$ cat src/apq_pkg.sv
// Package for the adaptive palette quantizer: item types, memory request types,
// the controller state type, register indexes and the channel expansion table.
// It depends on nothing.
package apq_pkg;

    // Palette and color geometry.
    localparam int PAL_MAX    = 16;
    localparam int PAL_IDX_W  = 4;
    localparam int CH_W       = 5;
    localparam int KEY_W      = 3 * CH_W;
    localparam int MAP_ADDR_W = KEY_W;
    localparam int DIST_W     = 8;
    localparam int PRESET_REGS = 4;
    localparam int LANE_W     = 16;

    localparam logic [DIST_W-1:0] DIST_SAT = 8'd255;

    // Configuration port.
    localparam int CFG_IDX_W  = 3;
    localparam int CFG_DATA_W = 64;
    localparam int THR_W      = 10;
    localparam int PCNT_W     = 5;

    localparam logic [THR_W-1:0]  THRESHOLD_RST = 10'd10;
    localparam logic [PCNT_W-1:0] PCNT_RST      = 5'd0;

    typedef enum logic [CFG_IDX_W-1:0] {
        CFG_THRESHOLD   = 3'd0,
        CFG_PRESET_CNT  = 3'd1,
        CFG_TRANSPARENT = 3'd2,
        CFG_PRESET_A    = 3'd3,
        CFG_PRESET_B    = 3'd4,
        CFG_PRESET_C    = 3'd5,
        CFG_PRESET_D    = 3'd6
    } t_cfg_reg;

    // Items on the two channels.
    typedef struct packed {
        logic [7:0] red_in;
        logic [7:0] green_in;
        logic [7:0] blue_in;
    } t_in_item;

    typedef struct packed {
        logic [PAL_IDX_W-1:0] palette_index;
        logic                 entry_added;
        logic [KEY_W-1:0]     added_color;
        logic                 merged_close;
        logic                 palette_overflow;
    } t_out_item;

    // One entry of the color map memory.
    typedef struct packed {
        logic                 vld;
        logic [PAL_IDX_W-1:0] idx;
    } t_map_entry;

    // Access to the color map memory.
    typedef struct packed {
        logic                  rd_en;
        logic [MAP_ADDR_W-1:0] rd_addr;
        logic                  wr_en;
        logic [MAP_ADDR_W-1:0] wr_addr;
        t_map_entry            wr_data;
    } t_map_req;

    // Access to the palette entry memory.
    typedef struct packed {
        logic                 rd_en;
        logic [PAL_IDX_W-1:0] rd_addr;
        logic                 wr_en;
        logic [PAL_IDX_W-1:0] wr_addr;
        logic [KEY_W-1:0]     wr_data;
    } t_pal_req;

    // Controller states.
    typedef enum logic [2:0] {
        ST_CLEAR,
        ST_IDLE,
        ST_LOOKUP,
        ST_SCAN,
        ST_DECIDE,
        ST_OUT
    } t_state;

    // Expansion of a 5-bit channel to 8 bits, c * 255 / 31 rounded down.
    localparam logic [7:0] EXPAND_LUT [32] = '{
        8'd0,   8'd8,   8'd16,  8'd24,  8'd32,  8'd41,  8'd49,  8'd57,
        8'd65,  8'd74,  8'd82,  8'd90,  8'd98,  8'd106, 8'd115, 8'd123,
        8'd131, 8'd139, 8'd148, 8'd156, 8'd164, 8'd172, 8'd180, 8'd189,
        8'd197, 8'd205, 8'd213, 8'd222, 8'd230, 8'd238, 8'd246, 8'd255
    };

    function automatic logic [7:0] expand5(input logic [CH_W-1:0] c);
        return EXPAND_LUT[c];
    endfunction

    function automatic logic [7:0] absdiff8(input logic [7:0] a, input logic [7:0] b);
        return (a > b) ? (a - b) : (b - a);
    endfunction

    // Saturated Manhattan distance between two RGB555 colors.
    function automatic logic [DIST_W-1:0] color_dist(input logic [KEY_W-1:0] x,
                                                     input logic [KEY_W-1:0] y);
        logic [9:0] sum;
        sum = 10'(absdiff8(expand5(x[4:0]),   expand5(y[4:0])))
            + 10'(absdiff8(expand5(x[9:5]),   expand5(y[9:5])))
            + 10'(absdiff8(expand5(x[14:10]), expand5(y[14:10])));
        return (sum > 10'(DIST_SAT)) ? DIST_SAT : sum[DIST_W-1:0];
    endfunction

endpackage

$ cat src/apq_palette.sv
// Palette entry memory with a registered read port, followed by the distance
// unit that compares the entry just read with the current color. Uses apq_pkg.
module apq_palette #(
    parameter int PALETTE_SIZE = apq_pkg::PAL_MAX
) (
    input  logic                        i_clk,
    input  apq_pkg::t_pal_req           i_req,
    input  logic [apq_pkg::KEY_W-1:0]   i_key,
    output logic [apq_pkg::DIST_W-1:0]  o_dist
);
    import apq_pkg::*;

    localparam int IDX_W = $clog2(PALETTE_SIZE);

    logic [KEY_W-1:0] mem [PALETTE_SIZE];
    logic [KEY_W-1:0] r_rd_data;

    // Write port.
    always_ff @(posedge i_clk) begin
        if (i_req.wr_en) begin
            mem[i_req.wr_addr[IDX_W-1:0]] <= i_req.wr_data;
        end
    end

    // Read port.
    always_ff @(posedge i_clk) begin
        if (i_req.rd_en) begin
            r_rd_data <= mem[i_req.rd_addr[IDX_W-1:0]];
        end
    end

    // Distance of the entry read in the previous cycle.
    assign o_dist = color_dist(i_key, r_rd_data);

endmodule

$ cat config.mk
export PLATFORM = sky130hd
export DESIGN_NAME = apq_palette
export DESIGN_NICKNAME = d
export VERILOG_FILES = /design/src/apq_pkg.sv /design/src/apq_palette.sv
export SDC_FILE = /design/constraint.sdc
export NUM_CORES = 1
export LEC_CHECK = 0
export ABC_AREA = 1
export BUFFER_PORTS_ARGS = -buffer_cell sky130_fd_sc_hd__buf_2
export CAP_MARGIN = 20
export CORE_AREA = 2 2 159 161
export CTS_CLUSTER_DIAMETER = 30
export DETAILED_ROUTE_END_ITERATION = 6
export DIE_AREA = 0 0 161 163
export PLACE_DENSITY = 0.76
export SLEW_MARGIN = 20
export SYNTH_ARGS = -nofsm -noshare
export SYNTH_HDL_FRONTEND = slang
export SYNTH_SLANG_ARGS = --single-unit
$ cat constraint.sdc
create_clock -name i_clk -period 3.95 [get_ports i_clk]
set_input_delay 0.1975 -clock i_clk [delete_from_list [all_inputs] [get_ports i_clk]]
set_output_delay 0.1975 -clock i_clk [all_outputs]
set_load 0.05 [all_outputs]
==> metrics <==
most frequent cell after synthesis=nand2_1; Synth top cells by count=nand2_1 (309), inv_1 (267), edfxtp_1 (255), nand3_1 (132), a21oi_1 (98); clock latency on the worst-skew pair=about 0.53 ns; ys async rst share=0%; vias in the first global route=about 10000; area share of fa/ha/maj cells after synthesis=under 10%; maximum capacitance violations=0; yosys warns=0; Worst R2R Setup Slack=roughly 2.7 ns; Core Area=approximately 25000 um^2; Post-Synth XOR/XNOR Area=about 1.3%; Final Hold Fails=0; Critical Path Start Type=register; Post-Route WL=approximately 33000 um; number of synthesized flops with an enable pin=255; Final Cycle Share=119.7%; Crit Path Class=reg2out; Via density=approximately 5.4; Tmin final=~4.7 ns; post-layout util=68.79%; Hold Worst Slack=roughly 0.035 ns; Flop pwr share=between 20 and 30%; Hold Buf Count CTS=0; status=finished, violations left; Seq cells post-synth=between 200 and 300; Yosys top cell area share=a little under three fifths; Internal=6.763 mW; clk_skew=slightly above 0.01 ns; sequential element share of the synthesized area=55.85%; Final ANT Viol Nets=0; mapped cell area=13710 um^2; failing checks=negative setup slack; synth unique cells=33; Crit path depth=24; non-filler cells in the finished layout=just under 2000; Synth area leader=edfxtp_1; Gate power share=between 40% and 50%; worst vdd ir=between 1 and 1.5 mV; Worst Setup End Kind=primary output; DRT iter0 DRCs=between 900 and 1000; Avg Inst Size Synth=between 9 and 10 um^2; first-pass GRT wire length=approximately 52000 um; gr ovfl total=0; Wirelength per Cell=approximately 17 um; Slew @ Worst Pin=~1.1 ns; post-synthesis mux area share=0%; CTS max path bufs=3; largest net degree at the start of global routing=approximately 120; PD cells=between 600 and 700 nW/um^2; Max Fclk=0.2115 GHz; Synth Area in Compound Gates=between 10% and 20%; main combinational cell family by area after synthesis=simple AND/OR/NAND/NOR gates; Syn Nets=between 1500 and 2000; hold depth=1; Simple-Gate Fraction of Synth Area=approximately 15%; Synth Flop Type=edfxtp_1; I/O pins=between 40 and 50; fill count=1767; Cells after DPL=1903; CP max stage delay=about 0.56 ns; clock root buffer=clkbuf_16; unrepaired setup endpoints after global routing=true; Buf/Inv on CP=5; WP data required=between 3 and 4 ns; worst min path class=in2reg; Tot GR Track Use=about a quarter; DRC=0; Multi-input gate area=approximately 5200 um^2; setup TNS=-6.138 ns; Synth Instances=approximately 1400; fin. max-slew vios=0; Sw Ratio=between 30% and 40%; TritonCTS clock tree=built; share of cells above drive strength 1=about a quarter; # clock sinks=255; GP Congestion=between 0.8 and 0.9; switching power=about 3.8 mW; CP max stage cell=fa_1; final setup fails=8; routed via count=between 10000 and 15000; clock slew at reported path FFs=approximately 0.06 ns; fin worst setup slack=-0.7792 ns; Worst R2R Path Depth=6; H-tree depth=1; Sequential Area=between 7000 and 8000 um^2; Tot Pwr=~11 mW; CTS Buf Count=30; Critical Path AT=roughly 4.5 ns; hpwl dp=~20000 um; crit-path most repeated cell=nand2_1; worst-path cell chain=inv_1 > a21oi_1 > o21ai_0 > nand3_1 > o21ai_2 > ha_2 > fa_2 > o21ai_2 > nand2_1 > nand2_1 > nand2_2 > buf_6 > nand2_1 > nand2_1 > fa_1 > inv_2 > ha_4 > nand2_2 > o21ai_2 > nor2_2 > nand3b_1 > buf_12 > nand3_4 > buf_8; antenna violations before repair=4; LEAKAGE=between 7 and 8 nW; Die X=between 150 and 200 um; Area contributors post-synth=edfxtp_1 (56%), nand2_1 (8.5%), inv_1 (7.3%), nand3_1 (4.8%), ha_1 (4.7%); Die Ht=163 um; NumNets Final=about 1700; first drt pass iteration count=5; Max Fanout on Critical Path=8; clock network power share=between 20% and 30%; Starting Density=55.56%; # rows=58; Top delay family on crit path=adder cells; Area Overhead vs Synth=23.81%; Die ar.=between 20000 and 30000 um^2; Slew HR=approximately a quarter; Port Buf Inserts=between 40 and 50
==> routing by layer <==
layer | up-vias | part of all wire (%) | GRT usage, %
met3 | 75 | 7.8 | 3.234
met2 | 422 | 50 | 43.23
met4 | 4 | 2.3 | 9.253
li1 | 5197 | - | -
met1 | 5003 | 40 | 32.22
met5 | - | 0.092 | 0
==> power groups by stage <==
| stage | clock network [mW] | logic, mW | registers, mW |
|---|---|---|---|
| finish | 2.69 | 4.84 | 3.07 |
| detailed placement | 0 | 3.80 | 3.13 |
| CTS | 2.71 | 4.59 | 3.07 |
| global placement | 0 | 3.69 | 3.12 |
| floorplan | 0 | 2.64 | 3.12 |
| global route | 2.81 | 5.21 | 3.08 |
==> kinds of logic after synthesis <==
logic type	after synthesis
AOI/OAI and AO/OA	268
xor gates and xnor gates	20
adders and majority gates	67
buffers and inverters	324
DFF	255
and+or+nand+nor	504
==> cells in the final DEF, fill, tap and decap left out, types with 5 or more instances in the layout <==
| master | netlist | layout |
|---|---|---|
| a21oi_1 | 98 | 91 |
| a21oi_2 | 1 | 5 |
| buf_2 | 14 | 38 |
| buf_4 | 11 | 156 |
| buf_6 | 1 | 11 |
| buf_8 | 0 | 7 |
| clkbuf_16 | 0 | 31 |
| clkinvlp_4 | 0 | 6 |
| edfxtp_1 | 255 | 255 |
| fa_1 | 15 | 8 |
| fa_2 | 0 | 7 |
| ha_1 | 52 | 41 |
| ha_2 | 0 | 6 |
| ha_4 | 0 | 5 |
| inv_1 | 267 | 245 |
| inv_2 | 0 | 21 |
| inv_6 | 0 | 5 |
| nand2_1 | 309 | 289 |
| nand2_2 | 1 | 21 |
| nand3_1 | 132 | 119 |
| nand3_2 | 0 | 5 |
| nand3_4 | 0 | 8 |
| nand4_1 | 5 | 5 |
| nor2_1 | 50 | 28 |
| nor2_2 | 0 | 17 |
| nor2_4 | 0 | 5 |
| o211ai_1 | 62 | 62 |
| o21ai_0 | 92 | 76 |
| o21ai_1 | 1 | 6 |
| o21ai_2 | 3 | 12 |
| xnor2_1 | 10 | 9 |
| xor2_1 | 10 | 10 |
==> final timing paths <==
path,start,endpoint
setup reg to reg,mem[3][1],r_rd_data[1]
hold / removal,i_req[10],mem[4][10]
setup / recovery,r_rd_data[3],o_dist[7]
hold reg to reg,mem[8][3],r_rd_data[3]
==> flip-flops by register name, summed over array words and instances (netlist names) <==
signal     flops
mem          240
r_rd_data     15
==> layout make-up <==
type | count | area share (%)
clock buffers | 34 | 4.637
multi-input cells | 859 | 30.86
clock inverters | 22 | 1.275
well taps | 330 | 2.433
diodes | 2 | 0.02949
repair buffers | 215 | 9.723
inverters | 267 | 5.934
flip-flops and latches | 255 | 45.11
==> through the flow <==
step | area [um^2] | setup WS [ns]
after floorplan | 13900 | -0.3486
after global placement | 15430 | -0.3378
after detailed placement | 15450 | -0.4120
after CTS | 16830 | -0.6657
after global routing | 16970 | -1.029
final | 16970 | -0.7792
==> worst register-to-register path, cell delays in order, from the launching register on <==
cell and delay (ns):
edfxtp_1 0.37, inv_1 0.09, nand2_1 0.06, o211ai_1 0.14, nand3_1 0.12, nand3_1 0.14
nand2_1 0.10
==> what timing repair did <==
item,in CTS,in global routing
gates resized for setup,83,25
pin swaps,40,27
hold endpoints to repair,0,0
setup buffers,19,4
endpoints found under the setup margin,8,8
Note: power is estimated with default switching activity, not from simulation.
